<file path="config.mk">
export PLATFORM = sky130hd
export DESIGN_NAME = rfpcp_queue
export DESIGN_NICKNAME = d
export VERILOG_FILES = /design/src/sv/rfpcp_pkg.sv /design/src/sv/rfpcp_queue.sv
export SDC_FILE = /design/constraint.sdc
export NUM_CORES = 1
export LEC_CHECK = 0
export BUFFER_PORTS_ARGS = -buffer_cell sky130_fd_sc_hd__clkbuf_2
export CAP_MARGIN = 30
export CORE_UTILIZATION = 46
export DETAILED_ROUTE_END_ITERATION = 12
export PLACE_DENSITY_LB_ADDON = 0.3
export SYNTH_ARGS = -nofsm -noshare
export SYNTH_HDL_FRONTEND = slang
export SYNTH_SLANG_ARGS = --single-unit
</file>
<file path="constraint.sdc">
create_clock -name clk -period 11.75 [get_ports clk]
set_clock_uncertainty 0.05 [all_clocks]
set_input_delay 1.7625 -clock clk [delete_from_list [all_inputs] [get_ports clk]]
set_output_delay 1.7625 -clock clk [all_outputs]
set_load 0.02 [all_outputs]
</file>
<file path="src/sv/rfpcp_pkg.sv">
// Shared types and constants for the radar frame point cloud parser.
`timescale 1ns / 1ps
`default_nettype none
package rfpcp_pkg;
	typedef enum logic [2:0] {
		PH_HUNT,
		PH_HEADER,
		PH_LENGTH,
		PH_UNITS,
		PH_POINTS
	} phase_t;

	localparam int NUM_UNITS   = 5;
	localparam int MAGIC_LEN   = 8;
	localparam int TLV_LEN_AT  = 52;
	localparam int UNIT_AT     = 56;
	localparam int POINT_START = 76;
	localparam int POINT_BYTES = 8;
	localparam int LEN_BASE    = 28;
	localparam int QDEPTH      = 4;
	localparam int QPTR_W      = $clog2(QDEPTH);
	localparam int QCNT_W      = $clog2(QDEPTH + 1);
	localparam logic [7:0] SIGN_BYTE = 8'h80;

	typedef struct packed {
		logic [NUM_UNITS-1:0][15:0] vals;
		logic [NUM_UNITS-1:0][31:0] units;
		logic [9:0]                 num;
		logic                       last;
	} point_t;

	typedef struct packed {
		logic              full;
		logic              empty;
		logic [QCNT_W-1:0] count;
	} q_status_t;

	function automatic logic [7:0] magic_byte(input logic [2:0] i);
		logic [7:0] r;
		unique case (i)
			3'd0: r = 8'd2;
			3'd1: r = 8'd1;
			3'd2: r = 8'd4;
			3'd3: r = 8'd3;
			3'd4: r = 8'd6;
			3'd5: r = 8'd5;
			3'd6: r = 8'd8;
			default: r = 8'd7;
		endcase
		return r;
	endfunction
endpackage
`default_nettype wire

</file>
<file path="src/sv/rfpcp_queue.sv">
// Short point queue between the parser and the multiply pipeline.
`timescale 1ns / 1ps
`default_nettype none
module rfpcp_queue import rfpcp_pkg::*; (
	input  wire logic clk,
	input  wire logic arst_n,
	input  wire logic push,
	input  point_t    wr_data,
	input  wire logic pop,
	output point_t    rd_data,
	output q_status_t status
);
	point_t            mem [QDEPTH];
	logic [QPTR_W-1:0] wr_q, rd_q;
	logic [QCNT_W-1:0] cnt_q;

	always_ff @(posedge clk or negedge arst_n) begin
		if (!arst_n) begin
			wr_q  <= '0;
			rd_q  <= '0;
			cnt_q <= '0;
		end else begin
			if (push)
				wr_q <= wr_q + QPTR_W'(1);
			if (pop)
				rd_q <= rd_q + QPTR_W'(1);
			cnt_q <= cnt_q + QCNT_W'(push) - QCNT_W'(pop);
		end
	end

	always_ff @(posedge clk) begin
		if (push)
			mem[wr_q] <= wr_data;
	end

	assign rd_data      = mem[rd_q];
	assign status.count = cnt_q;
	assign status.full  = cnt_q == QCNT_W'(QDEPTH);
	assign status.empty = cnt_q == '0;
endmodule
`default_nettype wire

</file>
Yosys cells after proc, flatten, opt, wreduce, memory -nomap -nowiden
Memory sizes are Yosys's and may differ from the RTL's.
Cells that the tools add are included.
- flip-flop bits (word level): 7
- memory bits (writable): 1004
- output and inout bits: 256
- word-level logic and storage cells: 12
- memories: 1
- add/sub/neg operators: 4
- equality and inequality tests: 1
- muxes and demuxes: 2
- reduce and logical (&&, ||, !) cells: 1
- memories (memory ; depth ; bits a word ; read ports ; clocked after memory_dff ; write ports ; line ; RTL):
    mem ; 4 ; 251 ; 1 ; 0 ; 1 ; rfpcp_queue.sv:13 ; point_t mem [QDEPTH];
- operators by type and width (kind ; number):
    $add 2x1->2 const B ; 2
    $add 3x1->3 ; 1
    $eq 3x3->1 const B ; 1
    $logic_not 3->1 ; 1
    $sub 3x1->3 ; 1
    $mux 1 ; 2

Logic depth before layout (Yosys ltp)
- depth after elaboration: 2
- mapped depth: 7

Worst setup path after synthesis
Ideal clock, no wire load.
- kind: input-to-reg
- from: input port push
- to: memory mem[0][0] in the netlist's numbering, enable pin
- arrival time: 7.437 ns
- slack: 3.621 ns
- cell stages on the path: 1
- cells stage by stage: and2_1
- longest elaborated chain between the ends: 2
- ends and longest elaborated chain (what ; line ; RTL):
    from (decl) ; rfpcp_queue.sv:7 ; input wire logic push,
    $mux 1 ; rfpcp_queue.sv:32 ; if (push)
    $mux 1 (implied by the code) ; rfpcp_queue.sv:33 ; mem[wr_q] <= wr_data;
    to (decl) ; rfpcp_queue.sv:13 ;
No other way between the ends.

==> flow_summary.yaml <==
synthesis:
  syn_inst: 1345
  synthesis.nets: 1607
  yosys_warnings: 0
  avgSynthCellArea_sq_um: 27.2
  synthDistinctLibCells: 17
  ys_seq_area_share_pct: 82.9
  ys_async_sr_fraction_pct: 0.692
  synth_area_sq_um: 36600
  synth-edff-count: 1004
  ys.flop_type: "edfxtp_1"
  synth.ff_latch_count: 1011
worst_setup_path:
  crit_path_start_kind: "register"
  worst-endpoint-required_ns: 9.94
  crit_arrival_ns: 3.76
  setup.worst_path.start: "rd_q[1]"
  path_class: "register to output pin"
  reg2reg_depth: 5
  endpoint_kind: "output pin"
  r2r_start: "wr_q[0]"
  path_max_fanout: 57
final_layout:
  final_common_cell: "edfxtp_1"
  ff_latch_area_sq_um: 30300
  area_growth_pct: 18.6
  n_fill_cell: 5915
  most-common-layout-cells: "edfxtp_1, clkbuf_2, mux4_2"
  num-nets-final: 2183
  utilization_pct: 55.0
  fin_area_sq_um: 43400
  drive_gt1_share_pct: 45.9
  multi_input_area_sq_um: 5850
clocking:
  root_buffer: "clkbuf_16"
  clockBufferDepth: 3
  clk_pin_slew_ns: 0.06
  insertion_delay_ns: 0.63
  cts_buffers: 100
  cts_hold_buf: 0
  post_cts_buffers: 0
  htree_num_levels: 3
  clock_sinks: 1011
  cts_resized: 0
  cts_tree: "done"
sta:
  finalCritPeriodShare_pct: 47.4
  fmax_ghz: 0.179
  timing.slew.headroom_pct: 28.2
  period_minus_slack_ns: 5.57
  tightest_slew_ns: 1.08
  drv_slew: 0
  final-hold-violation-count: 0
  tns_ns: 0
  setup_viol: 0
  rsz0062_at_grt: "false"
job:
  maxCapViolCount: 0
route:
  dr.first_iter.drc_count: 842
  vias: 16167
  drc: 0
  drt_pre_antenna_iters: 5
  wl_per_cell_microns: 23.2
  ant_nets: 0
  routed_via_density: 5.28
  drt_wl_total_microns: 71100
place:
  gp_congestion: 0.751
  hpwl_microns: 43200
  io_buffer_count: 510
  placed_cell_area_sq_um: 40300
die:
  num_io_pins: 511
  rows: 103
  coreArea_sq_um: 78900
  fp.dieW_microns: 284
  dieArea_sq_um: 80700
  die_y_microns: 284
  initial_core_util_pct: 46.4
global_routing:
  first_global_vias: 17374
  grt_first_pass_wirelength_microns: 107000
  grt_max_degree: 145
  antenna_found_initial: 11
  grt-ovfl-total: 0
  track_usage_pct: 17.6
worst_hold_path:
  hp-class: "register to register"
  hold_depth: 1
  min-delay-start: "wr_q[0]"
pwr:
  ir_drop_mv: 0.205
  powerDensity_nw_per_um2: 262
  leakagePower_nw: 14.8
run_status:
  status: "complete, no violations"
flip-flops by register name (all words and copies together), names as in the netlist:
| name | cells |
|---|---|
| rd_q | 2 |
| wr_q | 2 |
| cnt_q | 3 |
| mem | 1004 |
final cells by class:
cell class	count	area share (%)
Timing Repair Buffer	530	6.51
Multi-Input combinational cell	272	13.5
Sequential cell	1011	69.9
Clock inverter	58	0.931
Clock buffer	127	6.09
Tap cell	1050	3.03
Inverter	6	0.0519
Antenna cell	7	0.0404
worst max-delay path, stage by stage, from the launching register on:
cell and delay, ns:
dfrtp_4 0.90, buf_4 0.68, buf_4 0.75, mux4_2 0.46, clkbuf_2 0.18
cells in the mapped netlist, types with 2 or more instances:
master	number	area share, %
clkbuf_1	6	0.062
edfxtp_1	1004	82
inv_1	6	0.062
and2_1	4	0.068
xor2_1	2	0.048
buf_2	29	0.40
buf_6	20	0.62
xnor2_1	3	0.072
ha_1	6	0.21
mux4_2	251	15
dfrtp_1	7	0.48
nand2_1	2	0.021
power breakdown:
group | leakage (nW) | internal (mW) | switching [mW]
Clock | 1.49 | 1.62 | 1.29
Sequential | 9.30 | 4.72 | 0.191
Combinational | 3.99 | 1.37 | 2.18
through the flow:
step                hold WS [ns]  setup WS [ns]  std cells  power, mW
CTS                        0.497           6.05       3054       11.5
global placement           0.457           6.75       2866       8.55
global route               0.546           5.98       3058       11.9
detailed placement         0.486           6.75       2869       8.62
finish                     0.495           6.18       3061       11.4
floorplan                  0.441           3.62       1345       7.58
per-layer routing:
layer,track usage (%),wire (microns)
met1,22.1,27500
met2,29.5,36300
met3,5.49,5620
met4,5.55,1560
met5,0,87
worst paths after layout:
check	endpoint	slack, ns
worst max-delay path	rd_data[110]	6.18
worst min-delay path	wr_q[0]	0.50
worst max register to register	mem[0][96]	8.16
worst min register to register	wr_q[0]	0.50
max in group asynchronous	rd_q[1]	10.53
min in group asynchronous	wr_q[0]	0.92
kinds of logic after synthesis:
kind of cell             synth area share [%]
flip-flops                               82.9
multiplexers                             15.5
buffers and inverters                    1.16
AND/OR/NAND/NOR                         0.120
adder cells (fa/ha/maj)                 0.260
XOR/XNOR                                0.120
AO/OA/AOI/OAI                          0.0137
Power figures use the tool's default switching activity.
