--- src/sv/rfpcp_pkg.sv ---
// Shared types and constants for the radar frame point cloud parser.
`timescale 1ns / 1ps
`default_nettype none
package rfpcp_pkg;
	typedef enum logic [2:0] {
		PH_HUNT,
		PH_HEADER,
		PH_LENGTH,
		PH_UNITS,
		PH_POINTS
	} phase_t;

	localparam int NUM_UNITS   = 5;
	localparam int MAGIC_LEN   = 8;
	localparam int TLV_LEN_AT  = 52;
	localparam int UNIT_AT     = 56;
	localparam int POINT_START = 76;
	localparam int POINT_BYTES = 8;
	localparam int LEN_BASE    = 28;
	localparam int QDEPTH      = 4;
	localparam int QPTR_W      = $clog2(QDEPTH);
	localparam int QCNT_W      = $clog2(QDEPTH + 1);
	localparam logic [7:0] SIGN_BYTE = 8'h80;

	typedef struct packed {
		logic [NUM_UNITS-1:0][15:0] vals;
		logic [NUM_UNITS-1:0][31:0] units;
		logic [9:0]                 num;
		logic                       last;
	} point_t;

	typedef struct packed {
		logic              full;
		logic              empty;
		logic [QCNT_W-1:0] count;
	} q_status_t;

	function automatic logic [7:0] magic_byte(input logic [2:0] i);
		logic [7:0] r;
		unique case (i)
			3'd0: r = 8'd2;
			3'd1: r = 8'd1;
			3'd2: r = 8'd4;
			3'd3: r = 8'd3;
			3'd4: r = 8'd6;
			3'd5: r = 8'd5;
			3'd6: r = 8'd8;
			default: r = 8'd7;
		endcase
		return r;
	endfunction
endpackage
`default_nettype wire

--- src/sv/rfpcp_front.sv ---
// Byte parser: magic hunt, header skip, length and unit capture, point assembly.
`timescale 1ns / 1ps
`default_nettype none
module rfpcp_front import rfpcp_pkg::*; #(
	parameter int MAX_POINTS = 1024
) (
	input  wire logic       clk,
	input  wire logic       arst_n,
	input  wire logic       take,
	input  wire logic [7:0] data_byte,
	output logic            push,
	output point_t          entry
);
	phase_t                             phase_q, phase_d;
	logic [6:0]                         off_q, off_d;
	logic [31:0]                        len_q, len_d;
	logic [10:0]                        expect_q, expect_d;
	logic [10:0]                        done_q, done_d;
	logic [NUM_UNITS-1:0][31:0]         units_q, units_d;
	logic [POINT_BYTES-2:0][7:0]        pb_q, pb_d;
	logic [32:0]                        diff;
	logic [28:0]                        nq;
	logic [4:0]                         rel;
	logic                               last;

	always_ff @(posedge clk or negedge arst_n) begin
		if (!arst_n) begin
			phase_q  <= PH_HUNT;
			off_q    <= '0;
			len_q    <= '0;
			expect_q <= '0;
			done_q   <= '0;
		end else begin
			phase_q  <= phase_d;
			off_q    <= off_d;
			len_q    <= len_d;
			expect_q <= expect_d;
			done_q   <= done_d;
		end
	end

	always_ff @(posedge clk) begin
		units_q <= units_d;
		pb_q    <= pb_d;
	end

	always_comb begin
		last = ({1'b0, done_q} + 12'd1) >= {1'b0, expect_q};
		entry.vals[0] = {{8{pb_q[0][7]}}, pb_q[0]};
		entry.vals[1] = {{8{pb_q[1][7]}}, pb_q[1]};
		entry.vals[2] = {pb_q[3], pb_q[2]};
		entry.vals[3] = {pb_q[5], pb_q[4]};
		entry.vals[4] = {data_byte, pb_q[6]};
		entry.units   = units_q;
		entry.num     = done_q[9:0];
		entry.last    = last;
	end

	always_comb begin
		phase_d  = phase_q;
		off_d    = off_q;
		len_d    = len_q;
		expect_d = expect_q;
		done_d   = done_q;
		units_d  = units_q;
		pb_d     = pb_q;
		push     = 1'b0;
		rel      = 5'(off_q - 7'(UNIT_AT));
		diff     = '0;
		nq       = '0;
		if (take) begin
			unique case (phase_q)
				PH_HEADER: begin
					off_d = off_q + 7'd1;
					if (off_d >= 7'(TLV_LEN_AT)) begin
						phase_d = PH_LENGTH;
						len_d   = '0;
					end
				end
				PH_LENGTH: begin
					len_d = len_q | (32'(data_byte) << {off_q[1:0], 3'b000});
					off_d = off_q + 7'd1;
					if (off_d >= 7'(UNIT_AT)) begin
						phase_d = PH_UNITS;
						diff    = {1'b0, len_d} - 33'(LEN_BASE);
						if (len_d > 32'(LEN_BASE))
							nq = diff[31:3];
						if (nq > 29'(MAX_POINTS))
							nq = 29'(MAX_POINTS);
						expect_d = nq[10:0];
					end
				end
				PH_UNITS: begin
					units_d[rel[4:2]][{rel[1:0], 3'b000} +: 8] = data_byte;
					off_d = off_q + 7'd1;
					if (off_d >= 7'(POINT_START)) begin
						off_d = '0;
						if (expect_q == '0) begin
							phase_d = PH_HUNT;
						end else begin
							phase_d = PH_POINTS;
							done_d  = '0;
						end
					end
				end
				PH_POINTS: begin
					if (off_q < 7'(POINT_BYTES - 1)) begin
						pb_d[off_q[2:0]] = data_byte;
						off_d = off_q + 7'd1;
					end else begin
						push   = 1'b1;
						done_d = done_q + 11'd1;
						off_d  = '0;
						if (last)
							phase_d = PH_HUNT;
					end
				end
				default: begin
					phase_d = PH_HUNT;
					if (off_q < 7'(MAGIC_LEN) && data_byte == magic_byte(off_q[2:0])) begin
						off_d = off_q + 7'd1;
						if (off_d >= 7'(MAGIC_LEN))
							phase_d = PH_HEADER;
					end else begin
						off_d = (data_byte == magic_byte(3'd0)) ? 7'd1 : 7'd0;
					end
				end
			endcase
		end
	end
endmodule
`default_nettype wire

--- config.mk ---
export PLATFORM = sky130hd
export DESIGN_NAME = rfpcp_front
export DESIGN_NICKNAME = d
export VERILOG_FILES = /design/src/sv/rfpcp_pkg.sv /design/src/sv/rfpcp_front.sv
export SDC_FILE = /design/constraint.sdc
export NUM_CORES = 1
export LEC_CHECK = 0
export ABC_AREA = 1
export BUFFER_PORTS_ARGS = -buffer_cell sky130_fd_sc_hd__buf_2
export CAP_MARGIN = 20
export CORE_MARGIN = 2
export CORE_UTILIZATION = 49
export DETAILED_ROUTE_END_ITERATION = 6
export PLACE_DENSITY = 0.79
export SETUP_SLACK_MARGIN = 0.02
export SKIP_LAST_GASP = 1
export SLEW_MARGIN = 30
export SYNTH_ARGS = -nofsm -noshare
export SYNTH_HDL_FRONTEND = slang
export SYNTH_SLANG_ARGS = --single-unit
--- constraint.sdc ---
create_clock -name clk -period 2.4 [get_ports clk]
set_input_delay 0.36 -clock clk [delete_from_list [all_inputs] [get_ports clk]]
set_output_delay 0.36 -clock clk [all_outputs]
set_load 0.05 [all_outputs]
# Word-level counts from Yosys, hierarchy flattened
# Index checks and enable logic that the tools add are counted.
# word_totals
ff_bits,280
input_bits,11
out_inout_bits,252
wordCells,110
# op_classes
n_addsub,6
magnitude_cmp,13
n_eq_ne,18
shift,3
mux,37
n_bitwise,1
n_reduce_logical,15
# op_table
op,n
$bwmux W160,1
$mux W29,4
$demux W32 S3,1
$mux W32,2
$pmux W32 S2,1
$bwmux W56,1
$mux W11,4
$gt A32 B5 Y1 const B,1
$or A32 B32 Y32,1
$shift A8 B7 Y32 const A,1
$shiftx A8 B7 Y32,1
$shl A8 B5 Y32,1
$sub A32 B5 Y32 const B,1
$gt A29 B11 Y1 const B,1
$pmux W4 S7,1
$demux W8 S3,1
$mux W8,3
$pmux W11 S2,1
$mux W7,3
$pmux W7 S3,1
$mux W3,6
$ge A7 B6 Y1 const B,2
$add A11 B1 Y12 const B,1
$eq A3 B2 Y1 const B,4
28 further kinds,49

# Logic depth before layout (Yosys ltp)
# Gate-level depths: netlist (run 1).
# logic_depth
ltp_word,9
depth_mapped,20
depth_no_buf,19

# Least setup slack after synthesis (run 1)
# OpenSTA, ideal clock, no wires.
# synth_timing
kind,reg-to-output
startpoint,reg done_q[0]
endpoint,out entry[0] (netlist bit)
t_arrival_ns,1.959
required_ns,2.040
setup_slack_ns,0.081
path_stages_with_launch,17
path_buffers,1
path_cell_list,dfrtp_1 > ha_1 > nand2_1 > nor2_1 > nand2_1 > nand2_1 > inv_1 > ha_1 > nand2_1 > nor2_1 > a211oi_1 > nand2_1 > nand2_1 > nand2_1 > nand2_1 > nand3_1 > buf_4
# synth_between
elab_chain_cells,2
# synth_rtl
element,line_no,source
start: declaration,rfpcp_front.sv:18,"logic [10:0] done_q, done_d;"
start signal: assignment,rfpcp_front.sv:38,done_q <= done_d;
$add A11 B1 Y12,rfpcp_front.sv:48,"last = ({1'b0, done_q} + 12'd1) >= {1'b0, expect_q};"
$ge A12 B11 Y1,rfpcp_front.sv:48,
end: declaration,rfpcp_front.sv:12,output point_t entry
# No other way between the ends.

==> results_dict.tcl, run 1 <==
set metrics [dict create \
    outcome "finished, violations left" \
    violations "setup timing" \
    antenna_found_initial 1 \
    r2r_end "phase_q[2]$_DFFE_PN0P_" \
    cp-end-kind "output port" \
    cp-start-kind "register" \
    syn_to_final_growth_pct 46.17 \
    track_usage_pct 28.27 \
    worst_slew_pin_slew_ns 0.5507 \
    seq_area_frac_synth_pct 65.93 \
    rsz0062_at_grt "yes" \
    clk_latency_ns 0.54 \
    nets 1646 \
    cts_buffer_depth 3 \
    reg2reg_depth 20 \
    dieHeight_um 162.2 \
    root_buffer "clkbuf_16" \
    post-route-period-util_pct 138.5 \
    required_ns 2.04 \
    setup.worst_path.class "register to output port" \
    avgViaCountPerCell 5.887 \
    synth.distinct_cells 40 \
    portBuffers 262 \
    ys_ff_latch 280 \
    fmax_ghz 0.3008 \
    dp_slack_ns -0.2820 \
    cp-endpoint "entry[0]" \
    cts_htree_levels 1 \
    finalMaxSlewViolations 0 \
    cts_tree "built" \
    hold_violations 0 \
    netlist_top_cells_area "edfxtp_1 53%, dfrtp_1 13%, nand2_1 7.3%" \
    yosysTopAreaCellShare_pct 52.87 \
    power.density_nw_per_um2 1193 \
    syn-num-nets 1148 \
    synth_area_um2 12270 \
    maxSlewHeadroom_pct 63.15 \
    overflow 0 \
    ant_nets 0 \
    grt_first_pass_wirelength_um 57330 \
    std_cell_rows 57 \
    dr.pass1.iters 7 \
    coreArea_um2 24460 \
    synth_warnings 0 \
    routed_wl_um 45410 \
    p_total_mw 21.40 \
    grt_pass1_vias 10330 \
    maxCapViolations 0 \
    r2r_slack_ns -0.59 \
    worst-path-max-fanout 5 \
    hpwl_um 25990 \
    setup-violations-final 137 \
    p_leak_nw 7.835 \
    crit_path_start "done_q[5]$_DFFE_PN0P_" \
    initial_utilization_pct 50.15 \
    drtIter0Drc 1457 \
    wire_per_inst_um 23.18 \
    yosysTopAreaCell "edfxtp_1" \
    fin_skew_ns 0.01576 \
    rr_startpoint "done_q[5]$_DFFE_PN0P_" \
    io_pins 263 \
    grt_max_degree 65 \
    drive_above_1_share_pct 53.00 \
    die_width_um 162.2 \
    worst_slack_ns -0.9244 \
    die_area_um2 26320 \
    cp.arrival_ns 2.96 \
    period_needed_ns 3.324 \
    drc 0 \
    irDropWorstVdd_mv 0.6950 \
    numClockSinks 280 \
    cts_buffers 26 \
    vias 11530 \
    clk_pin_slew_worst_paths_ns 0.07 \
    gp_congestion 1.008 \
    fin_tns_setup_ns -16.20 \
    min_path_type "primary input to register" \
    whs_ns 0.2666 \
    avgSynthCellArea_um2 10.98 \
    synthCells 1117 \
]
## registers in the layout, summed over array words and instances, names as in the netlist
register and count:
expect_q 11, phase_q 3, entry 216, off_q 7, done_q 11, len_q 32
## final cells by class
class	count	area (um^2)
flip-flops and latches	280	8094
clock buffers	31	690.7
well taps	324	405.4
fillers	1306	6530
repair buffers	528	3573
clock inverters	16	90.09
diodes	1	2.502
inverters	120	473.0
multi-input cells	659	4603
## kinds of logic after synthesis
family,Yosys count,synth area share [%]
xor+xnor,12,0.8567
flops,280,65.93
compound gates,109,5.548
simple gates,517,18.69
fa+ha+maj,20,2.040
buf+inv,179,6.935
## critical path: stages (launching register included)
cell,delay (ns)
dfrtp_1,0.46
nand2_1,0.13
inv_1,0.16
nand3_2,0.12
nand2_2,0.09
inv_1,0.06
ha_1,0.32
nand2_2,0.11
nor2_1,0.06
a211oi_1,0.29
nand2_1,0.13
nand2_1,0.08
nand2_1,0.07
nand2_2,0.08
nand3_2,0.08
buf_8,0.16
## worst min path at each step
stage | startpoint | to | slack (ns) | depth (start not counted)
global placement | arst_n | done_q[1]$_DFFE_PN0P_ | 0.42 | 2
floorplan | arst_n | done_q[0]$_DFFE_PN0P_ | 0.06 | 0
detailed placement | arst_n | len_q[9]$_DFFE_PN0P_ | 0.41 | 2
CTS | data_byte[3] | entry[230]$_DFFE_PP_ | 0.22 | 2
finish | data_byte[3] | entry[230]$_DFFE_PP_ | 0.27 | 2
global route | data_byte[3] | entry[230]$_DFFE_PP_ | 0.25 | 2
## placed cells by master, fill, tap and decap left out, drive strengths merged
cell / netlist / layout
buf: 47 / 525
clkbuf: 12 / 33
nor3: 13 / 13
o21a: 1 / 1
and2: 1 / 1
dlygate4sd3: 0 / 1
o22ai: 21 / 21
a21oi: 27 / 27
xor2: 12 / 12
nor2: 144 / 144
o21bai: 7 / 7
edfxtp: 216 / 216
diode: 0 / 1
inv: 119 / 122
dfrtp: 64 / 64
ha: 20 / 20
a211oi: 1 / 1
a21boi: 3 / 3
nand4: 18 / 18
a22o: 4 / 4
o21ai: 43 / 43
clkinv: 1 / 13
nand2: 248 / 249
a31oi: 1 / 1
clkinvlp: 0 / 1
nor4: 3 / 3
nand3: 87 / 87
nand3b: 1 / 1
or2: 2 / 2
o31ai: 1 / 1
## per-layer routing
layer | part of all wire (%) | wire [um] | global-route usage, %
met1 | 33 | 15170 | 34.70
met2 | 50 | 22490 | 51.10
met3 | 10 | 4718 | 4.009
met4 | 6.7 | 3025 | 9.976
met5 | 0 | 0 | 0
## where the power goes
part	internal, mW	switching (mW)
logic	4.46	6.97
registers	5.75	0.285
clock network	2.07	1.86
total	12.3	9.11
## metrics by stage
stage | cell area (um^2) | instances | utilization, %
final | 17930 | 1959 | 73.31
after detailed placement | 15180 | 1845 | 62.06
after global placement | 15180 | 1845 | 62.06
after global routing | 17930 | 1959 | 73.31
after CTS | 16800 | 1925 | 68.66
after floorplan | 12270 | 1117 | -
## repair_timing
| item | in CTS | in global routing |
|---|---|---|
| hold buffers | 1 | 0 |
| setup buffers | 31 | 31 |
| resized for setup | 154 | 232 |
| endpoints found under the setup margin | 33 | 95 |
| cloned | 2 | 2 |
| hold endpoints to repair | 64 | 0 |
| pin swaps | 68 | 102 |
## cells in the mapped netlist
cell type,n
nand2_1,237
edfxtp_1,216
nor2_1,122
inv_1,100
nand3_1,81
dfrtp_1,64
buf_4,38
a21oi_1,27
o21ai_0,26
o22ai_1,21
ha_1,20
inv_2,19
nand4_1,17
nor2_2,14
nor3_1,13
clkbuf_1,12
o21ai_2,12
xor2_1,12
nand2_2,10
nor2_4,8
nand3_2,6
buf_2,5
o21ai_1,5
a22o_1,4
buf_6,4
o21bai_2,4
a21boi_0,3
nor4_1,3
o21bai_1,3
a211oi_1,1
a31oi_1,1
and2_1,1
clkinv_1,1
nand2_4,1
nand3b_1,1
nand4_2,1
o21a_1,1
o31ai_1,1
or2_1,1
or2_2,1
Note: power is estimated with default switching activity, not from simulation.
==> inputs of run 2 (changes only) <==
ABC_AREA = not set   (was 1)
PLACE_DENSITY = 0.8   (was 0.79)
==> run 2 against run 1 <==
Net effect: the flow still finishes with violations (setup timing); area after synthesis is 3.1% lower; fmax is 6.6% higher; critical endpoint unchanged; sequential share of layout area grew 2.7 points; clock power grew 12%; core utilization down 1.6 points; first-iteration DRC count fell by 43%; setup slack better by 0.21 ns; critical path type unchanged; via count down 16%; combinational power decreased by 47%; largest power group unchanged; critical path depth fell by 4.
==> results_dict.tcl, run 2 <==
set metrics [dict create \
    outcome "finished, violations left" \
    violations "setup timing" \
    synth_area_um2 11890 \
    gp_congestion 0.9801 \
    overflow 0 \
    min_path_type "primary input to register" \
    post-route-period-util_pct 129.9 \
    cts_buffer_depth 3 \
    dieHeight_um 159.7 \
    io_pins 263 \
    worst-path-max-fanout 3 \
    numClockSinks 280 \
    largest_reg_flops 216 \
    placed_cell_area_um2 14720 \
    grt_pass1_vias 9351 \
    fmax_ghz 0.3208 \
    grt_max_degree 26 \
    yosysTopAreaCellShare_pct 54.57 \
    grt_first_pass_wirelength_um 52500 \
    period_needed_ns 3.118 \
    fill_cells 1495 \
    clk_pin_slew_worst_paths_ns 0.06 \
    yosysMostFrequentCell "edfxtp_1" \
    ant_nets 0 \
    yosys-top-cells-count "216 x edfxtp_1, 103 x nor2_1, 64 x dfrtp_1" \
    std_cell_rows 56 \
    wl_met2_um 18110 \
    p_total_mw 16.22 \
    fin_tns_setup_ns -8.283 \
    route.met3.wl_um 2896 \
    design_area_um2 16940 \
    synthArstFlopShare_pct 22.86 \
    synthCells 934 \
    antenna_found_initial 1 \
    worst_slack_ns -0.7177 \
    highest_layer "met4" \
    dr.pass1.iters 5 \
    routed_wl_um 35800 \
    die_width_um 159.7 \
    hpwl_um 24050 \
    maxSlewHeadroom_pct 57.57 \
    cts_htree_levels 1 \
    worst_slew_pin_slew_ns 0.6307 \
    avgViaCountPerCell 5.638 \
    layout_commonest_cell "buf_2" \
    root_buffer "clkbuf_16" \
    syn-num-nets 965 \
    finalMaxSlewViolations 0 \
    ys_ff_latch 280 \
    irDropWorstVdd_mv 0.4903 \
    cp-start-kind "register" \
    drt-met1-wl_um 13380 \
    drive_above_1_share_pct 48.40 \
    initial_utilization_pct 50.33 \
    avgSynthCellArea_um2 12.72 \
    portBuffers 262 \
    ys.flop_type "edfxtp_1" \
    synth.distinct_cells 72 \
    die_area_um2 25520 \
    synth_edf_count 216 \
    rsz0062_at_grt "yes" \
    clk_latency_ns 0.56 \
    synth_warnings 0 \
    fin_skew_ns 0.02000 \
    yosysTopAreaCell "edfxtp_1" \
    wire_per_inst_um 20.72 \
    setup-violations-final 63 \
    power.density_nw_per_um2 957.3 \
    hold_violations 0 \
    drc 0 \
    p_leak_nw 7.071 \
    syn_to_final_growth_pct 42.53 \
    drtIter0Drc 829 \
    setup.worst_path.class "register to output port" \
    netlist_top_cells_area "edfxtp_1 55%, dfrtp_1 13%, nor2_1 3.3%" \
    cts_tree "built" \
    track_usage_pct 26.16 \
    cp.arrival_ns 2.76 \
    layout_common_cells "261 x buf_2, 216 x edfxtp_1, 199 x buf_4" \
    coreArea_um2 23610 \
    vias 9742 \
    required_ns 2.04 \
    seq_area_frac_synth_pct 68.05 \
    maxCapViolations 0 \
    nets 1417 \
    cp-end-kind "output port" \
    cts_buffers 28 \
]
run 2: through the flow:
step | cells | utilization (%) | setup slack, ns | hold slack (ns)
3_3_place_gp | 1631 | 62.33 | -0.4217 | 0.3688
6_report | 1728 | 71.74 | -0.7177 | 0.1945
2_1_floorplan | 934 | - | -0.2413 | 0.06441
3_5_place_dp | 1631 | 62.33 | -0.4194 | 0.3683
5_1_grt | 1727 | 71.73 | -0.8116 | 0.1885
4_1_cts | 1710 | 68.65 | -0.7604 | 0.2409
run 2: final timing paths:
kind                       slack, ns                     from                        to  depth (start not counted)
hold / removal                  0.19                     take    phase_q[0]$_DFFE_PN0P_                          3
min in group asynchronous       0.31                   arst_n  expect_q[10]$_DFFE_PN0P_                          2
hold reg to reg                 0.51  expect_q[9]$_DFFE_PN0P_   expect_q[9]$_DFFE_PN0P_                          2
max in group asynchronous       1.35                   arst_n    phase_q[1]$_DFFE_PN0P_                          3
setup reg to reg               -0.36     off_q[1]$_DFFE_PN0P_   expect_q[3]$_DFFE_PN0P_                          8
setup / recovery               -0.72    done_q[1]$_DFFE_PN0P_                  entry[0]                         11
run 2: power by group:
| group | internal, mW | switching (mW) |
|---|---|---|
| sequential | 5.59 | 0.151 |
| clock | 2.53 | 1.87 |
| combinational | 2.61 | 3.46 |
run 2: timing repair:
action                                  CTS  global route
buffers inserted                         26            16
resized for setup                        82           165
hold endpoints to repair                 18             0
pin swaps                                46            64
hold buffers                              1             0
endpoints found under the setup margin   74            66
cloned                                    2             2
run 2: cell type report:
type                    count  area (um^2)  share of cell area [%]
clock buffers              33        729.5                   4.306
inverters                  23        91.34                  0.5392
well taps                 319        399.1                   2.356
repair buffers            495         3277                   19.34
flip-flops and latches    280         8097                   47.80
multi-input cells         558         4126                   24.36
clock inverters            18        215.2                   1.270
diodes                      2        5.005                 0.02954
run 2: cell families (layout without fill, tap and decap cells):
logic type      count (synthesis)  after routing  share of synthesized area, %
simple gates                  323            323                         13.40
flops                         280            280                         68.05
compound gates                178            178                         9.254
buf+inv                        96            569                         4.411
xor+xnor                       32             32                         2.358
fa+ha+maj                      21             21                         2.190
mux                             4              4                        0.3369
other cells                     0              2                             0
run 2: worst max-delay path, stage by stage, from the launching register on:
cell and delay, ns:
dfrtp_1 0.40, ha_2 0.19, and3_4 0.18, and3_4 0.18, xor2_2 0.15, ha_1 0.29, a21o_1 0.17, a21oi_2 0.11
o21ai_1 0.07, nand4_1 0.09, nand4_1 0.16, buf_6 0.20
run 2: metal layers:
metal | track usage, % | up-vias
li1 | - | 4294
met1 | 32.73 | 4749
met4 | 8.967 | 0
met5 | 0 | -
met2 | 46.42 | 567
met3 | 4.104 | 132
==> inputs of run 3 (changes only) <==
ABC_AREA = 1   (was not set)
==> run 3 against run 2 <==
Net effect: the run still ends with setup timing left; fmax fell by 5.4%; setup slack got worse by 0.18 ns; power rose by 37%; hold slack improved by 0.030 ns; largest power group unchanged; sequential share of layout area fell by 2.8 points; clock power barely moved; core utilization rose by 1.8 points; final area rose by 6.2%; clock skew rose by 0.0033 ns; highest routed layer unchanged; global-route usage rose by 3.8 points; final cell count rose by 13%; via count rose by 25%.
==> results_dict.tcl, run 3 (same netlist as run 1, synthesis figures left out) <==
set metrics [dict create \
    clk_pin_slew_worst_paths_ns 0.07 \
    finalMaxSlewViolations 0 \
    nets 1648 \
    worst-path-max-fanout 4 \
    comb_power_share_pct 53.2 \
    placed_cell_area_um2 15080 \
    cp-end-kind "output port" \
    coreArea_um2 24460 \
    whs_ns 0.2250 \
    avgViaCountPerCell 6.189 \
    setup.worst_path.class "register to output port" \
    drtIter0Drc 2090 \
    die_area_um2 26320 \
    grt_max_degree 32 \
    required_ns 2.04 \
    grt_pass1_vias 10830 \
    initial_utilization_pct 50.15 \
    worstHoldStart "data_byte[2]" \
    cts_buffers 26 \
    gp_congestion 1.052 \
    antenna_found_initial 1 \
    placed_cells 1837 \
    dr.pass1.iters 7 \
    post-route-period-util_pct 137.3 \
    grt_first_pass_wirelength_um 60460 \
    cts_buffer_depth 3 \
    largest_reg_flops 216 \
    violations "setup timing" \
    routed_wl_um 49880 \
    switchingPower_mw 9.504 \
    reg2reg_depth 13 \
    maxSlewHeadroom_pct 51.36 \
    r2r_slack_ns -0.51 \
    cp-start-kind "register" \
    swShare_pct 42.72 \
    worst_slack_ns -0.8961 \
    drc 0 \
    io_pins 263 \
    portBuffers 262 \
    crit_path_frequent_cell "nand2_1" \
    cp.arrival_ns 2.94 \
    numClockSinks 280 \
    syn_to_final_growth_pct 46.69 \
    fin_skew_ns 0.02329 \
    worstPathCellList "ha_2 -> nand2_4 -> o21ai_0 -> o21ai_1 -> inv_1 -> ha_1 -> a21oi_2 -> nor2_1 -> a211oi_1 -> nand2_1 -> nand2_1 -> nand2_1 -> nand2_2 -> nand3_4 -> buf_8" \
    design_area_um2 18000 \
    layout_common_cells "260 x buf_2, 228 x buf_4, 216 x edfxtp_1" \
    rr_startpoint "off_q[1]$_DFFE_PN0P_" \
    track_usage_pct 29.92 \
    std_cell_rows 57 \
    dp_slack_ns -0.2195 \
    fin_tns_setup_ns -26.41 \
    fmax_ghz 0.3034 \
    wire_per_inst_um 25.45 \
    p_int_mw 12.74 \
    clk_latency_ns 0.54 \
    layout_commonest_cell "buf_2" \
    drive_above_1_share_pct 51.80 \
    stdcell_count 1960 \
    setup-violations-final 97 \
    outcome "finished, violations left" \
    clkPwrFrac_pct 19.8 \
    overflow 0 \
    p_leak_nw 7.888 \
    hold_violations 0 \
    holdPathStages 2 \
    cp_slowest_cell "dfrtp_1" \
    worst_slew_pin_slew_ns 0.7240 \
    rsz0062_at_grt "yes" \
    min_to "entry[205]$_DFFE_PP_" \
    die_width_um 162.2 \
    hpwl_um 25760 \
    irDropWorstVdd_mv 0.9993 \
    r2r_end "off_q[4]$_DFFE_PN0P_" \
    period_needed_ns 3.296 \
    root_buffer "clkbuf_16" \
    cts_tree "built" \
    min_path_type "primary input to register" \
    maxCapViolations 0 \
    power.density_nw_per_um2 1236 \
    cts_htree_levels 1 \
    p_seq_share_pct 27.1 \
    ant_nets 0 \
    vias 12130 \
    slowest_delay_ns 0.44 \
    dieHeight_um 162.2 \
]
run 3: changes by cell type in the layout (fill, tap and decap cells not counted), sizes merged, moves of 11 or more:
cell   delta
buf      +32
o21ai    -12
nor3     -11
and3     -12
xnor2    -16
and2     -39
nor4     -11
nand3    +67
a21oi    -32
nand2   +188
inv      +99
o22ai    +15
nor2     +41
run 3: layout make-up:
cell class | count | area [um^2]
Timing Repair Buffer | 529 | 3643
Antenna cell | 1 | 2.502
Multi-Input combinational cell | 659 | 4479
Tap cell | 324 | 405.4
Fill cell | 1219 | 6466
Inverter | 120 | 479.2
Clock buffer | 29 | 661.9
Clock inverter | 17 | 214.0
Sequential cell | 280 | 8090
Timing Repair inverter | 1 | 20.02
run 3: per-stage QoR:
| step | power (mW) | utilization, % |
|---|---|---|
| 6_report | 22.25 | 73.57 |
| 5_1_grt | 22.77 | 73.56 |
| 4_1_cts | 19.44 | 69.31 |
| 3_5_place_dp | 13.63 | 61.66 |
| 3_3_place_gp | 13.49 | 61.66 |
| 2_1_floorplan | 10.53 | - |
run 3: worst max-delay path by stage:
stage	from	end	slack [ns]	depth (start not counted)
2_1_floorplan	done_q[0]$_DFFE_PN0P_	entry[0]	0.08	16
6_report	done_q[0]$_DFFE_PN0P_	entry[0]	-0.90	15
3_5_place_dp	off_q[0]$_DFFE_PN0P_	expect_q[3]$_DFFE_PN0P_	-0.22	17
3_3_place_gp	off_q[0]$_DFFE_PN0P_	expect_q[8]$_DFFE_PN0P_	-0.21	17
4_1_cts	done_q[0]$_DFFE_PN0P_	entry[0]	-0.58	16
5_1_grt	done_q[0]$_DFFE_PN0P_	entry[0]	-0.94	15
run 3: per-layer routing:
metal,routed length [um],part of all wire [%],global-route usage [%],up-vias
met5,0,0,0,-
met4,4728,9.5,14.80,0
met1,15640,31,35.58,5660
li1,-,-,-,4754
met2,23160,46,53.27,1267
met3,6348,13,4.341,450
run 3: critical path: cells and delay by family, from the launching register on:
family                   cells  cell delay, ns
AND/OR/NAND/NOR              7            0.59
adder cells (fa/ha/maj)      2            0.45
AO/OA/AOI/OAI                4            0.68
flip-flops                   1            0.44
buffers and inverters        2            0.23
run 3: repair_timing:
action	4_1_cts	5_1_grt
cloned	6	3
hold buffers	1	0
setup endpoints to repair	60	138
pin swaps	50	80
resized for setup	147	202
hold endpoints to repair	18	0
setup buffers	42	28
run 3: power by group through the flow:
stage / clock, mW / sequential, mW / combinational, mW
3_3_place_gp: 0 / 6.01 / 7.49
2_1_floorplan: 0 / 6.20 / 4.34
3_5_place_dp: 0 / 6.02 / 7.61
6_report: 4.40 / 6.02 / 11.8
4_1_cts: 4.27 / 5.94 / 9.23
5_1_grt: 4.57 / 6.03 / 12.2
